### src/rtl/hfmc_pkg.sv
// hfmc_pkg: shared types, register codes and helper functions for the
// heater/fan mode controller. No dependencies.
package hfmc_pkg;

  localparam int unsigned NUM_FN     = 3;
  localparam int unsigned FN_HEATER  = 0;
  localparam int unsigned FN_LAMP    = 1;
  localparam int unsigned FN_FAN     = 2;

  localparam int unsigned CFG_IDX_W  = 4;
  localparam int unsigned CFG_DATA_W = 32;
  localparam int unsigned ADC_W      = 10;
  localparam int unsigned TEMP_W     = 8;
  localparam int unsigned SUM_W      = 11;

  localparam logic [8:0] TEMP_OFFSET = 9'd50;
  localparam logic [8:0] TEMP_MAX    = 9'd255;

  typedef enum logic [1:0] {
    OP_TICK   = 2'd0,
    OP_SWITCH = 2'd1,
    OP_ADC    = 2'd2
  } op_e;

  typedef enum logic [CFG_IDX_W-1:0] {
    CFG_HEATER_TIMEOUT = 4'd0,
    CFG_FAN_TIMEOUT    = 4'd1,
    CFG_LAMP_TIMEOUT   = 4'd2,
    CFG_SENSOR_PERIOD  = 4'd3,
    CFG_SETPOINT_LOW   = 4'd4,
    CFG_SETPOINT_MID   = 4'd5,
    CFG_SETPOINT_HIGH  = 4'd6,
    CFG_CRITICAL_LIMIT = 4'd7
  } cfg_reg_e;

  typedef struct packed {
    logic [31:0] heater_timeout;
    logic [31:0] fan_timeout;
    logic [31:0] lamp_timeout;
    logic [31:0] sensor_period;
    logic [7:0]  setpoint_low;
    logic [7:0]  setpoint_mid;
    logic [7:0]  setpoint_high;
    logic [7:0]  critical_limit;
  } cfg_t;

  // Per-function mode state, indexed heater/lamp/fan; restart flags live for one item.
  typedef struct packed {
    logic [NUM_FN-1:0][2:0] cnt;
    logic [NUM_FN-1:0][2:0] acted;
    logic [NUM_FN-1:0]      last;
    logic [1:0]             heater_lvl;
    logic [1:0]             fan_lvl;
    logic                   heater_lamp;
    logic                   fan_lamp;
    logic                   signal_lamp;
    logic [NUM_FN-1:0]      restart;
  } mode_t;

  typedef struct packed {
    logic [1:0] heater_drive;
    logic [7:0] heater_compare;
    logic [1:0] fan_drive;
    logic [4:0] fan_compare;
    logic       heater_lamp;
    logic       fan_lamp;
    logic       signal_lamp;
    logic       check_pending;
    logic [2:0] heater_mode;
    logic [2:0] fan_mode;
    logic [1:0] lamp_mode;
  } res_t;

  function automatic logic [2:0] mode_limit(int unsigned f);
    logic [2:0] lim;
    lim = (f == FN_LAMP) ? 3'd2 : 3'd4;
    return lim;
  endfunction

  function automatic logic [7:0] heat_cmp(logic [1:0] lvl);
    logic [7:0] v;
    case (lvl)
      2'd1:    v = 8'd51;
      2'd2:    v = 8'd102;
      2'd3:    v = 8'd153;
      default: v = 8'd0;
    endcase
    return v;
  endfunction

  function automatic logic [4:0] fan_cmp(logic [1:0] lvl);
    logic [4:0] v;
    case (lvl)
      2'd1:    v = 5'd6;
      2'd2:    v = 5'd13;
      2'd3:    v = 5'd20;
      default: v = 5'd0;
    endcase
    return v;
  endfunction

  function automatic mode_t apply_mode(mode_t s, int unsigned f, logic [2:0] m);
    mode_t      r;
    logic [1:0] lvl;
    r   = s;
    lvl = (m >= 3'd1 && m <= 3'd3) ? m[1:0] : 2'd0;
    if (f == FN_HEATER) begin
      r.heater_lvl  = lvl;
      r.heater_lamp = (lvl != 2'd0);
    end else if (f == FN_FAN) begin
      r.fan_lvl  = lvl;
      r.fan_lamp = (lvl != 2'd0);
    end else begin
      r.signal_lamp = (m == 3'd1);
    end
    return r;
  endfunction

  function automatic mode_t switch_step(mode_t s, int unsigned f, logic level);
    mode_t       r;
    int unsigned g;
    r = s;
    if (level != r.last[f]) begin
      r.last[f] = level;
      r.cnt[f]  = r.cnt[f] + 3'd1;
    end
    if (r.cnt[f] > mode_limit(f)) begin
      r.cnt[f] = 3'd1;
    end
    if (r.cnt[f] != r.acted[f]) begin
      for (g = 0; g < NUM_FN; g++) begin
        if (g != f) begin
          r          = apply_mode(r, g, 3'd0);
          r.cnt[g]   = 3'd0;
          r.acted[g] = 3'd0;
        end
      end
      r.restart[f] = 1'b1;
      r.acted[f]   = r.cnt[f];
      r            = apply_mode(r, f, r.cnt[f]);
    end
    return r;
  endfunction

  // A function restarted by this item has zero elapsed time.
  function automatic mode_t timeout_step(mode_t s, int unsigned f, logic expired);
    mode_t r;
    r = s;
    if (expired && !r.restart[f]) begin
      r          = apply_mode(r, f, 3'd0);
      r.cnt[f]   = 3'd0;
      r.acted[f] = 3'd0;
    end
    return r;
  endfunction

  function automatic mode_t thermostat(mode_t s, logic [SUM_W-1:0] avg, cfg_t c);
    mode_t      r;
    logic [2:0] m;
    logic [7:0] sp;
    logic       on;
    r  = s;
    m  = s.acted[FN_HEATER];
    sp = (m == 3'd1) ? c.setpoint_low : (m == 3'd2) ? c.setpoint_mid : c.setpoint_high;
    on = (avg < {3'b000, c.critical_limit}) && (m >= 3'd1) && (m <= 3'd3)
         && (avg < {3'b000, sp});
    r  = apply_mode(r, FN_HEATER, on ? m : 3'd0);
    return r;
  endfunction

endpackage

### src/rtl/hfmc_cfg.sv
// hfmc_cfg: configuration register file with reset defaults.
// Depends on hfmc_pkg.
module hfmc_cfg (
  input  logic                                 clk_i,
  input  logic                                 rst_ni,
  input  logic                                 wr_i,
  input  logic [hfmc_pkg::CFG_IDX_W-1:0]       index_i,
  input  logic [hfmc_pkg::CFG_DATA_W-1:0]      data_i,
  output hfmc_pkg::cfg_t                       cfg_o
);
  import hfmc_pkg::*;

  cfg_t cfg_q;

  always_ff @(posedge clk_i or negedge rst_ni) begin
    if (!rst_ni) begin
      cfg_q.heater_timeout <= 32'd50000;
      cfg_q.fan_timeout    <= 32'd30000;
      cfg_q.lamp_timeout   <= 32'd30000;
      cfg_q.sensor_period  <= 32'd5000;
      cfg_q.setpoint_low   <= 8'd30;
      cfg_q.setpoint_mid   <= 8'd50;
      cfg_q.setpoint_high  <= 8'd70;
      cfg_q.critical_limit <= 8'd80;
    end else if (wr_i) begin
      case (index_i)
        CFG_HEATER_TIMEOUT: cfg_q.heater_timeout <= data_i;
        CFG_FAN_TIMEOUT:    cfg_q.fan_timeout    <= data_i;
        CFG_LAMP_TIMEOUT:   cfg_q.lamp_timeout   <= data_i;
        CFG_SENSOR_PERIOD:  cfg_q.sensor_period  <= data_i;
        CFG_SETPOINT_LOW:   cfg_q.setpoint_low   <= data_i[7:0];
        CFG_SETPOINT_MID:   cfg_q.setpoint_mid   <= data_i[7:0];
        CFG_SETPOINT_HIGH:  cfg_q.setpoint_high  <= data_i[7:0];
        CFG_CRITICAL_LIMIT: cfg_q.critical_limit <= data_i[7:0];
        default: ;
      endcase
    end
  end

  assign cfg_o = cfg_q;

endmodule

### src/rtl/hfmc_core.sv
// hfmc_core: controller state and single-pass update for one item
// (timers, switch modes, timeouts, ADC averaging, thermostat). Depends on hfmc_pkg.
module hfmc_core #(
  parameter int unsigned SAMPLES_PER_CHECK = 5,
  parameter int unsigned TIME_BITS         = 32
) (
  input  logic                            clk_i,
  input  logic                            rst_ni,
  input  logic                            acc_i,
  input  logic [1:0]                      op_i,
  input  logic                            heater_switch_i,
  input  logic                            lamp_switch_i,
  input  logic                            fan_switch_i,
  input  logic [hfmc_pkg::ADC_W-1:0]      adc_value_i,
  input  hfmc_pkg::cfg_t                  cfg_i,
  output hfmc_pkg::res_t                  res_o
);
  import hfmc_pkg::*;

  localparam int unsigned CntW       = (SAMPLES_PER_CHECK > 1) ? $clog2(SAMPLES_PER_CHECK) : 1;
  localparam int unsigned ElapW      = (TIME_BITS > 32) ? TIME_BITS : 32;
  localparam int unsigned RecipShift = 22;
  localparam int unsigned ProdW      = SUM_W + RecipShift + 1;
  localparam int unsigned RecipVal   =
    ((1 << RecipShift) + SAMPLES_PER_CHECK - 1) / SAMPLES_PER_CHECK;

  logic [31:0]                        phase_q, phase_d, phase_inc;
  logic [NUM_FN-1:0][TIME_BITS-1:0]   elapsed_q, elapsed_d, elapsed_inc;
  logic [NUM_FN-1:0][31:0]            limit;
  logic [NUM_FN-1:0]                  expired;
  mode_t                              mode_q, mode_d;
  mode_t                              m0, m1, m2, m3, m4, m5, m6;
  logic [CntW-1:0]                    cnt_q, cnt_d;
  logic [SUM_W-1:0]                   sum_q, sum_d, sum_add, avg;
  logic                               check_q, check_d;
  logic                               is_tick, is_switch, is_adc, period_hit;
  logic [18:0]                        scaled;
  logic [8:0]                         deg_raw, deg_off;
  logic [TEMP_W-1:0]                  temp;
  logic                               take, last_sample;
  logic [ProdW-1:0]                   prod;

  assign is_tick   = (op_i == OP_TICK);
  assign is_switch = (op_i == OP_SWITCH);
  assign is_adc    = (op_i == OP_ADC);

  // sensor period
  assign phase_inc  = phase_q + 32'd1;
  assign period_hit = (phase_inc >= cfg_i.sensor_period);
  assign phase_d    = is_tick ? (period_hit ? 32'd0 : phase_inc) : phase_q;

  // elapsed time per function, wrapping at TIME_BITS bits
  assign limit[FN_HEATER] = cfg_i.heater_timeout;
  assign limit[FN_LAMP]   = cfg_i.lamp_timeout;
  assign limit[FN_FAN]    = cfg_i.fan_timeout;

  always_comb begin
    for (int unsigned f = 0; f < NUM_FN; f++) begin
      elapsed_inc[f] = elapsed_q[f] + TIME_BITS'(is_tick);
      expired[f]     = ElapW'(elapsed_inc[f]) > ElapW'(limit[f]);
    end
  end

  // mode chain: heater, lamp, fan, each switch then timeout
  always_comb begin
    m0         = mode_q;
    m0.restart = '0;
    m1 = is_switch ? switch_step(m0, FN_HEATER, heater_switch_i) : m0;
    m2 = timeout_step(m1, FN_HEATER, expired[FN_HEATER]);
    m3 = is_switch ? switch_step(m2, FN_LAMP, lamp_switch_i) : m2;
    m4 = timeout_step(m3, FN_LAMP, expired[FN_LAMP]);
    m5 = is_switch ? switch_step(m4, FN_FAN, fan_switch_i) : m4;
    m6 = timeout_step(m5, FN_FAN, expired[FN_FAN]);
  end

  always_comb begin
    for (int unsigned f = 0; f < NUM_FN; f++) begin
      elapsed_d[f] = m6.restart[f] ? '0 : elapsed_inc[f];
    end
  end

  // degrees = adc*500 >> 10, minus offset, clamped to 0..255
  assign scaled  = {adc_value_i, 9'b0} - 19'({adc_value_i, 3'b0}) - 19'({adc_value_i, 2'b0});
  assign deg_raw = scaled[18:10];
  assign deg_off = deg_raw - TEMP_OFFSET;
  assign temp    = (deg_raw < TEMP_OFFSET) ? '0 :
                   (deg_off > TEMP_MAX)    ? '1 : deg_off[TEMP_W-1:0];

  assign take        = is_adc && check_q;
  assign last_sample = (cnt_q == CntW'(SAMPLES_PER_CHECK - 1));
  assign sum_add     = sum_q + SUM_W'(temp);
  // reciprocal multiply, exact for the full sum range
  assign prod        = ProdW'(sum_add) * ProdW'(RecipVal);
  assign avg         = prod[RecipShift +: SUM_W];

  always_comb begin
    mode_d  = (take && last_sample) ? thermostat(m6, avg, cfg_i) : m6;
    sum_d   = sum_q;
    cnt_d   = cnt_q;
    check_d = check_q;
    if (is_tick && period_hit) begin
      check_d = 1'b1;
    end
    if (take) begin
      if (last_sample) begin
        sum_d   = '0;
        cnt_d   = '0;
        check_d = 1'b0;
      end else begin
        sum_d = sum_add;
        cnt_d = cnt_q + CntW'(1);
      end
    end
  end

  always_ff @(posedge clk_i or negedge rst_ni) begin
    if (!rst_ni) begin
      phase_q   <= '0;
      elapsed_q <= '0;
      mode_q    <= '0;
      cnt_q     <= '0;
      sum_q     <= '0;
      check_q   <= 1'b0;
    end else if (acc_i) begin
      phase_q   <= phase_d;
      elapsed_q <= elapsed_d;
      mode_q    <= mode_d;
      cnt_q     <= cnt_d;
      sum_q     <= sum_d;
      check_q   <= check_d;
    end
  end

  always_comb begin
    res_o.heater_drive   = mode_d.heater_lvl;
    res_o.heater_compare = heat_cmp(mode_d.heater_lvl);
    res_o.fan_drive      = mode_d.fan_lvl;
    res_o.fan_compare    = fan_cmp(mode_d.fan_lvl);
    res_o.heater_lamp    = mode_d.heater_lamp;
    res_o.fan_lamp       = mode_d.fan_lamp;
    res_o.signal_lamp    = mode_d.signal_lamp;
    res_o.check_pending  = check_d;
    res_o.heater_mode    = mode_d.acted[FN_HEATER];
    res_o.fan_mode       = mode_d.acted[FN_FAN];
    res_o.lamp_mode      = mode_d.acted[FN_LAMP][1:0];
  end

  a_check_rise_on_tick: assert property (@(posedge clk_i) disable iff (!rst_ni)
    $rose(check_q) |-> $past(acc_i && is_tick))
    else $error("check raised without a tick");

  a_samples_need_check: assert property (@(posedge clk_i) disable iff (!rst_ni)
    (cnt_q != '0) |-> check_q)
    else $error("samples held with no check pending");

  a_one_function_active: assert property (@(posedge clk_i) disable iff (!rst_ni)
    $countones({mode_q.acted[FN_HEATER] != 3'd0, mode_q.acted[FN_LAMP] != 3'd0,
                mode_q.acted[FN_FAN] != 3'd0}) <= 1)
    else $error("more than one function active");

  a_drive_needs_mode: assert property (@(posedge clk_i) disable iff (!rst_ni)
    (mode_q.heater_lvl != 2'd0) |-> (mode_q.acted[FN_HEATER] == {1'b0, mode_q.heater_lvl}))
    else $error("heater drive does not follow its mode");

endmodule

### src/rtl/hfmc_obuf.sv
// hfmc_obuf: two-entry output register with skid slot for result transfers.
// Depends on hfmc_pkg.
module hfmc_obuf (
  input  logic            clk_i,
  input  logic            rst_ni,
  input  logic            push_i,
  input  hfmc_pkg::res_t  data_i,
  output logic            ready_o,
  output logic            valid_o,
  output hfmc_pkg::res_t  data_o,
  input  logic            ready_i
);
  import hfmc_pkg::*;

  res_t out_q, skid_q;
  logic out_valid_q, skid_valid_q;
  logic out_load;

  assign out_load = !out_valid_q || ready_i;
  assign ready_o  = !skid_valid_q;

  always_ff @(posedge clk_i or negedge rst_ni) begin
    if (!rst_ni) begin
      out_valid_q  <= 1'b0;
      skid_valid_q <= 1'b0;
    end else if (out_load) begin
      if (skid_valid_q) begin
        out_valid_q  <= 1'b1;
        skid_valid_q <= 1'b0;
      end else begin
        out_valid_q <= push_i;
      end
    end else if (push_i) begin
      skid_valid_q <= 1'b1;
    end
  end

  always_ff @(posedge clk_i) begin
    if (out_load) begin
      out_q <= skid_valid_q ? skid_q : data_i;
    end else if (push_i) begin
      skid_q <= data_i;
    end
  end

  assign valid_o = out_valid_q;
  assign data_o  = out_q;

  a_skid_behind_out: assert property (@(posedge clk_i) disable iff (!rst_ni)
    skid_valid_q |-> out_valid_q)
    else $error("skid slot full with output register empty");

endmodule

### src/rtl/heater_fan_mode_controller.sv
// heater_fan_mode_controller: top level; config registers, controller core, output buffer.
// Results are formed combinationally and registered in the output buffer.
// Throughput: one item per cycle if in_ready_o; state update is one pass, input to result.
// A two-entry output buffer keeps accepting while one result waits.
// Reset clears all controller state and loads the configuration defaults; no clearing pass.
module heater_fan_mode_controller #(
  parameter int unsigned SAMPLES_PER_CHECK = 5,
  parameter int unsigned TIME_BITS         = 32
) (
  input  logic                             clk_i,
  input  logic                             rst_ni,
  input  logic                             in_valid_i,
  output logic                             in_ready_o,
  input  logic [1:0]                       op_i,
  input  logic                             heater_switch_i,
  input  logic                             lamp_switch_i,
  input  logic                             fan_switch_i,
  input  logic [hfmc_pkg::ADC_W-1:0]       adc_value_i,
  output logic                             out_valid_o,
  input  logic                             out_ready_i,
  output logic [1:0]                       heater_drive_o,
  output logic [7:0]                       heater_compare_o,
  output logic [1:0]                       fan_drive_o,
  output logic [4:0]                       fan_compare_o,
  output logic                             heater_lamp_o,
  output logic                             fan_lamp_o,
  output logic                             signal_lamp_o,
  output logic                             check_pending_o,
  output logic [2:0]                       heater_mode_o,
  output logic [2:0]                       fan_mode_o,
  output logic [1:0]                       lamp_mode_o,
  input  logic                             cfg_valid_i,
  output logic                             cfg_ready_o,
  input  logic [hfmc_pkg::CFG_IDX_W-1:0]   cfg_index_i,
  input  logic [hfmc_pkg::CFG_DATA_W-1:0]  cfg_data_i
);
  import hfmc_pkg::*;

  cfg_t cfg;
  res_t res, res_out;
  logic in_acc;

  assign cfg_ready_o = 1'b1;
  assign in_acc      = in_valid_i && in_ready_o;

  hfmc_cfg u_cfg (
    .clk_i   (clk_i),
    .rst_ni  (rst_ni),
    .wr_i    (cfg_valid_i && cfg_ready_o),
    .index_i (cfg_index_i),
    .data_i  (cfg_data_i),
    .cfg_o   (cfg)
  );

  hfmc_core #(
    .SAMPLES_PER_CHECK (SAMPLES_PER_CHECK),
    .TIME_BITS         (TIME_BITS)
  ) u_core (
    .clk_i           (clk_i),
    .rst_ni          (rst_ni),
    .acc_i           (in_acc),
    .op_i            (op_i),
    .heater_switch_i (heater_switch_i),
    .lamp_switch_i   (lamp_switch_i),
    .fan_switch_i    (fan_switch_i),
    .adc_value_i     (adc_value_i),
    .cfg_i           (cfg),
    .res_o           (res)
  );

  hfmc_obuf u_obuf (
    .clk_i   (clk_i),
    .rst_ni  (rst_ni),
    .push_i  (in_acc),
    .data_i  (res),
    .ready_o (in_ready_o),
    .valid_o (out_valid_o),
    .data_o  (res_out),
    .ready_i (out_ready_i)
  );

  assign heater_drive_o   = res_out.heater_drive;
  assign heater_compare_o = res_out.heater_compare;
  assign fan_drive_o      = res_out.fan_drive;
  assign fan_compare_o    = res_out.fan_compare;
  assign heater_lamp_o    = res_out.heater_lamp;
  assign fan_lamp_o       = res_out.fan_lamp;
  assign signal_lamp_o    = res_out.signal_lamp;
  assign check_pending_o  = res_out.check_pending;
  assign heater_mode_o    = res_out.heater_mode;
  assign fan_mode_o       = res_out.fan_mode;
  assign lamp_mode_o      = res_out.lamp_mode;

endmodule

### config.mk
export PLATFORM = sky130hd
export DESIGN_NAME = heater_fan_mode_controller
export DESIGN_NICKNAME = d
export VERILOG_FILES = /design/src/rtl/hfmc_pkg.sv /design/src/rtl/hfmc_cfg.sv /design/src/rtl/hfmc_core.sv /design/src/rtl/hfmc_obuf.sv /design/src/rtl/heater_fan_mode_controller.sv
export SDC_FILE = /design/constraint.sdc
export NUM_CORES = 1
export LEC_CHECK = 0
export BUFFER_PORTS_ARGS = -buffer_cell sky130_fd_sc_hd__clkbuf_2
export CAP_MARGIN = 20
export CORE_ASPECT_RATIO = 0.5
export CORE_UTILIZATION = 58
export DETAILED_ROUTE_END_ITERATION = 12
export PLACE_DENSITY_LB_ADDON = 0.15
export SETUP_SLACK_MARGIN = 0.1
export SKIP_CTS_REPAIR_TIMING = 1
export SYNTH_ARGS = -nofsm -noshare
export SYNTH_HDL_FRONTEND = slang
export SYNTH_SLANG_ARGS = --single-unit
### constraint.sdc
create_clock -name clk_i -period 8.1 [get_ports clk_i]
set_input_delay 1.215 -clock clk_i [delete_from_list [all_inputs] [get_ports clk_i]]
set_output_delay 1.215 -clock clk_i [all_outputs]
set_load 0.03 [all_outputs]
==> flow_summary.json, run 1 <==
{
  "cts.htree.levels": 2,
  "grt_pass1_wl_um": 99400,
  "place_congestion": 0.894,
  "p_per_area_mw_per_mm2": 408,
  "syn_area_mm2": 0.0258,
  "num_rows": 54,
  "synthFlopType": "dfrtp_1",
  "instances_no_fill": 3652,
  "rrSetupSlack_ns": -0.41,
  "portBuffers": 86,
  "grt_overflow": 0,
  "n_fill_cell": 3405,
  "fin_ws_ns": -3.61,
  "clkTransAtPathRegs_ns": 0.07,
  "num_vias": 20500,
  "synth-edff-count": 46,
  "antenna_found_initial": 0,
  "max_slew_margin_pct": 25.6,
  "p_leak_nw": 14.9,
  "final_max_slew_viol_count": 0,
  "avgSynthCellArea_um2": 9.36,
  "die_area_mm2": 0.0454,
  "cts-buffers-inserted": 38,
  "ys_seq_area_share_pct": 37.8,
  "wl_per_cell_um": 16.8,
  "holdPathStages": 2,
  "synthesis.nets": 3118,
  "setup.worst_path.start_class": "input port",
  "timing.final.crit_share_pct": 145,
  "drive_gt1_share_pct": 22.3,
  "clock_latency_ns": 0.57,
  "vias_per_cell": 5.60,
  "drt-total-wl_um": 61300,
  "violations": "negative setup slack",
  "max_clock_freq_ghz": 0.0854,
  "layout-area-overhead-vs-synth_pct": 17.2,
  "nNetsFinal": 3393,
  "hp-start": "u_core.m0[5]",
  "hp-class": "reg -> reg",
  "worst-endpoint-required_ns": 8.52,
  "dp_slack_ns": -4.59,
  "clock_skew_ns": 0.0319,
  "status": "finished, violations left",
  "placedCellCount": 3567,
  "crit_family": "compound AO/OA/AOI/OAI gates",
  "drtAntennaViolNets": 0,
  "grt_max_degree": 157,
  "synthArstFlopShare_pct": 87.9,
  "cts_buffer_depth": 3,
  "antenna_cells": 0,
  "vdd_drop_max_mv": 0.671,
  "cts_tree": "built",
  "worstPathArrival_ns": 12.13,
  "tightestPinTransition_ns": 1.11,
  "finalHoldViolCount": 0,
  "end_kind": "flip-flop",
  "cpMostUsedCell": "a21o_1",
  "setup_violations": 15,
  "slowest_stage": "or4_4",
  "critPathBufInv": 8,
  "grt_usage_pct": 27.1,
  "dp_hpwl_um": 45300,
  "worstPathMaxFanout": 4,
  "ios": 88,
  "yosysWarnings": 0,
  "coreArea_mm2": 0.0437,
  "critPathKind": "in -> reg",
  "ys_types": 92,
  "rsz0062_at_grt": "true",
  "r2r-start": "u_core.sum_q[0]",
  "worstHoldEndpoint": "u_core.m0[5]",
  "cts.sinks": 379,
  "first_pass_iters": 7,
  "max_stage_delay_ns": 0.59,
  "route.detailed.drc": 0,
  "chipWidth_um": 300,
  "layout_min_cycle_time_ns": 11.71,
  "ys_ff_latch": 379,
  "start_util_pct": 59.1,
  "cts-root-buf": "clkbuf_16",
  "syn_inst": 2759,
  "reg2regPathDepth": 40,
  "die_h_um": 151,
  "first_global_vias": 20100,
  "timing.rr.end": "u_obuf.data_o[22]",
  "max_cap_viol_count": 0,
  "drt-initial-drc-count": 1186
}
## cells in the final DEF, fill, tap and decap left out, types with 10 or more instances in the layout
cell type,count
mux2_2,132
o21ai_1,11
nand2b_1,35
a21oi_2,11
nor2_1,113
edfxtp_1,46
clkinv_2,12
a21oi_1,80
ha_1,249
buf_4,249
xnor2_1,76
xor2_1,73
nor3_1,23
nand3_1,65
nor2b_1,25
a22o_1,10
a31oi_1,15
clkbuf_16,38
and3_1,52
dfstp_2,37
and2_1,12
nand2_1,347
fa_1,41
o21a_1,28
ha_4,11
nand4_1,39
clkbuf_2,83
a21o_1,58
o31ai_1,39
o21ai_0,272
dfrtp_1,296
inv_1,259
## synthesized netlist by cell type (46+ instances only)
library cell  instances  area (um^2)
ha_1                261         3270
nand3_1              65          325
mux2_2              133         1500
a21o_1               58          435
nand2_1             349         1310
xnor2_1              84          736
edfxtp_1             46         1380
o21ai_0             287         1440
xor2_1               74          648
a21oi_1              91          455
nor2_1              122          458
and3_1               53          332
dfrtp_1             296         7410
inv_1               271         1020
clkbuf_1             81          304
## flip-flops by register name, summed over array words and instances, names as in the netlist
register	count
u_core.phase_q	32
u_obuf.valid_o	1
u_obuf.skid_valid_q	1
u_core.check_q	1
u_core.sum_q	11
u_core.cnt_q	3
u_obuf.skid_q	23
u_core.elapsed_q	96
u_core.m0	28
u_cfg.cfg_o	160
u_obuf.data_o	23
## worst max path at each step
stage | endpoint | slack (ns) | startpoint | cells past startpoint
6_report | u_obuf.data_o[22] | -3.61 | adc_value_i[3] | 56
5_1_grt | u_obuf.data_o[24] | -4.14 | adc_value_i[1] | 59
4_1_cts | u_obuf.data_o[24] | -4.04 | adc_value_i[1] | 58
3_5_place_dp | u_obuf.data_o[24] | -4.59 | adc_value_i[1] | 58
2_1_floorplan | u_obuf.data_o[25] | -3.60 | adc_value_i[1] | 56
3_3_place_gp | u_obuf.data_o[25] | -4.28 | adc_value_i[1] | 57
## area by class of cell
| cell class | count | area (um^2) | area share, % |
|---|---|---|---|
| Inverter | 273 | 1050 | 3.47 |
| Tap cell | 588 | 736 | 2.43 |
| Clock inverter | 28 | 280 | 0.926 |
| Timing Repair Buffer | 340 | 2420 | 7.99 |
| Clock buffer | 42 | 966 | 3.19 |
| Sequential cell | 379 | 9760 | 32.2 |
| Multi-Input combinational cell | 2002 | 15100 | 49.7 |
## stage by stage
stage | power (mW) | TNS [ns] | cell area (um^2) | utilization [%] | hold slack, ns
floorplan | 7.37 | -49.40 | 26000 | - | 0.446
detailed placement | 10.2 | -64.98 | 28600 | 65.4 | 0.472
CTS | 12.0 | -56.71 | 29800 | 68.2 | 0.488
finish | 12.4 | -51.10 | 30300 | 69.3 | 0.488
global route | 13.6 | -59.09 | 30300 | 69.3 | 0.500
global placement | 9.80 | -60.69 | 28600 | 65.4 | 0.464
## kinds of logic after synthesis
kind of cell               synth area share (%)
DFF                                        37.8
muxes                                      6.03
buffers and inverters                      5.72
xor gates and xnor gates                   5.42
other                                    0.0145
and+or+nand+nor                            14.2
adders and majority gates                  15.9
AOI/OAI and AO/OA                          14.9
## where the power goes
group / total, mW / internal [mW] / switching [mW]
combinational: 8.06 / 3.99 / 4.07
sequential: 2.51 / 2.30 / 0.213
clock: 1.80 / 0.980 / 0.817
## layer usage
layer  vias up  track usage [%]  wire length, um
met4         0             5.74             1010
met1      9938             37.3            28900
met5         -                0                0
met3        76             3.21             2410
met2       354             46.1            29000
li1      10100                -                -
## tightest hold or removal path: cells and delay by family, from the launching register on
family	cells	cell delay (ns)
flops	1	0.35
simple gates	1	0.05
compound gates	1	0.05
No activity file was read; power rests on OpenSTA's default activity.
==> run 2, diff against run 1 <==
--- a/config.mk
+++ b/config.mk
@@ -8,8 +8,10 @@
 export BUFFER_PORTS_ARGS = -buffer_cell sky130_fd_sc_hd__clkbuf_2
 export CAP_MARGIN = 20
 export CORE_ASPECT_RATIO = 0.5
-export CORE_UTILIZATION = 58
+export CORE_UTILIZATION = 59
+export CTS_BUF_LIST = sky130_fd_sc_hd__clkbuf_8
 export DETAILED_ROUTE_END_ITERATION = 12
+export MAX_ROUTING_LAYER = met4
 export PLACE_DENSITY_LB_ADDON = 0.15
 export SETUP_SLACK_MARGIN = 0.1
 export SKIP_CTS_REPAIR_TIMING = 1
==> flow_summary.json, run 2 (synthesis results as in run 1) <==
{
  "p_leak_nw": 14.9,
  "grt_use_met3_pct": 3.24,
  "cts-buffers-inserted": 54,
  "layout-area-overhead-vs-synth_pct": 16.6,
  "cts_tree": "built",
  "max_cap_viol_count": 0,
  "drt-initial-drc-count": 1462,
  "layout_min_cycle_time_ns": 11.69,
  "cts.htree.levels": 2,
  "grt_overflow": 0,
  "cts.sinks": 379,
  "vdd_drop_max_mv": 0.575,
  "fin_ws_ns": -3.59,
  "wl_per_cell_um": 17.0,
  "critPathKind": "in -> reg",
  "clock_latency_ns": 0.64,
  "status": "finished, violations left",
  "final_common_cell": "nand2_1",
  "finalHoldViolCount": 0,
  "die_area_mm2": 0.0447,
  "p_per_area_mw_per_mm2": 400,
  "end_kind": "flip-flop",
  "grt_max_degree": 157,
  "clock_skew_ns": 0.0504,
  "first_pass_iters": 5,
  "cts-root-buf": "clkbuf_8",
  "slowest_stage": "fa_1",
  "chipWidth_um": 298,
  "worstPathArrival_ns": 12.06,
  "violations": "negative setup slack",
  "timing.final.crit_share_pct": 144,
  "largest_register_ffs": 160,
  "rsz0062_at_grt": "true",
  "route.detailed.drc": 0,
  "setup.worst_path.start_class": "input port",
  "max_slew_margin_pct": 30.9,
  "place_congestion": 0.885,
  "tightestPinTransition_ns": 1.03,
  "met2_usage_pct": 48.4,
  "grt_usage_pct": 29.1,
  "grt_pass1_wl_um": 103000,
  "start_util_pct": 60.7,
  "dpl-instance-area_mm2": 0.0286,
  "finalSetupTns_ns": -51.07,
  "max_stage_delay_ns": 0.56,
  "grt_util_met1_pct": 38.4,
  "cts_buffer_depth": 3,
  "setup_violations": 15,
  "drive_gt1_share_pct": 22.5,
  "drt-total-wl_um": 62300,
  "dp_hpwl_um": 45500,
  "ios": 88,
  "portBuffers": 86,
  "worstPathMaxFanout": 4,
  "nNetsFinal": 3408,
  "worst-endpoint-required_ns": 8.47,
  "finalInstanceArea_mm2": 0.0301,
  "clkTransAtPathRegs_ns": 0.07,
  "top_usage_layer": "met2",
  "layout_common_cells": "nand2_1, dfrtp_1, inv_1",
  "switchingPower_mw": 4.99,
  "hp-class": "reg -> reg",
  "first_global_vias": 20800,
  "p_int_mw": 7.05,
  "num_vias": 20800,
  "num_rows": 53,
  "clkPwrFrac_pct": 13.2,
  "antenna_found_initial": 0,
  "drtAntennaViolNets": 0,
  "coreArea_mm2": 0.0426,
  "n_fill_cell": 3299,
  "vias_per_cell": 5.66,
  "seq_power_share_pct": 20.8,
  "final_max_slew_viol_count": 0,
  "die_h_um": 150,
  "swShare_pct": 41.5,
  "max_clock_freq_ghz": 0.0855,
  "comb_power_share_pct": 66.0
}
[run 2: path summary, 6_finish.rpt]
| path | startpoint | to | slack (ns) | cells after the start |
|---|---|---|---|---|
| worst max-delay path | adc_value_i[4] | u_obuf.data_o[25] | -3.59 | 56 |
| worst min-delay path | u_core.m0[4] | u_core.m0[4] | 0.49 | 2 |
| worst max register to register | u_core.sum_q[0] | u_obuf.data_o[25] | -0.48 | 40 |
| worst min register to register | u_core.m0[4] | u_core.m0[4] | 0.49 | 2 |
| max in group asynchronous | rst_ni | u_core.m0[28] | 5.96 | 2 |
| min in group asynchronous | rst_ni | u_core.phase_q[1] | 0.60 | 1 |
[run 2: final cells by class]
cell class / instances / area, um^2 / area share [%]
Tap cell: 577 / 722 / 2.40
Multi-Input combinational cell: 2002 / 15000 / 49.9
Sequential cell: 379 / 9760 / 32.4
Clock inverter: 30 / 156 / 0.519
Clock buffer: 72 / 991 / 3.29
Antenna cell: 2 / 5.00 / 0.0166
Inverter: 273 / 1050 / 3.48
Timing Repair Buffer: 339 / 2400 / 7.96
[run 2: through the flow]
step / total power [mW] / utilization (%) / worst slack (ns) / cells / hold WS, ns
3_5_place_dp: 10.2 / 67.1 / -4.54 / 3556 / 0.473
3_3_place_gp: 9.96 / 67.1 / -4.26 / 3556 / 0.460
4_1_cts: 11.8 / 69.8 / -3.96 / 3658 / 0.490
2_1_floorplan: 7.37 / - / -3.60 / 2759 / 0.446
6_report: 12.0 / 70.7 / -3.59 / 3674 / 0.487
5_1_grt: 13.3 / 70.7 / -4.08 / 3672 / 0.508
[run 2: worst max-delay path, delay by kind of cell]
family / cells / cell delay (ns)
buffers and inverters: 11 / 1.17
muxes: 1 / 0.26
AOI/OAI and AO/OA: 22 / 3.83
and+or+nand+nor: 9 / 1.43
xor gates and xnor gates: 3 / 0.49
adders and majority gates: 10 / 3.66
[run 2: power groups by stage]
stage / logic [mW] / clock network, mW / registers [mW]
3_3_place_gp: 7.44 / 0 / 2.52
2_1_floorplan: 4.85 / 0 / 2.52
5_1_grt: 9.03 / 1.71 / 2.54
6_report: 7.94 / 1.59 / 2.50
3_5_place_dp: 7.66 / 0 / 2.53
4_1_cts: 7.73 / 1.62 / 2.50
[run 2: layer usage]
layer	vias to the layer above	routed length, um
li1	10100	-
met1	10100	28700
met2	450	29700
met3	106	2580
met4	0	1300
met5	-	0
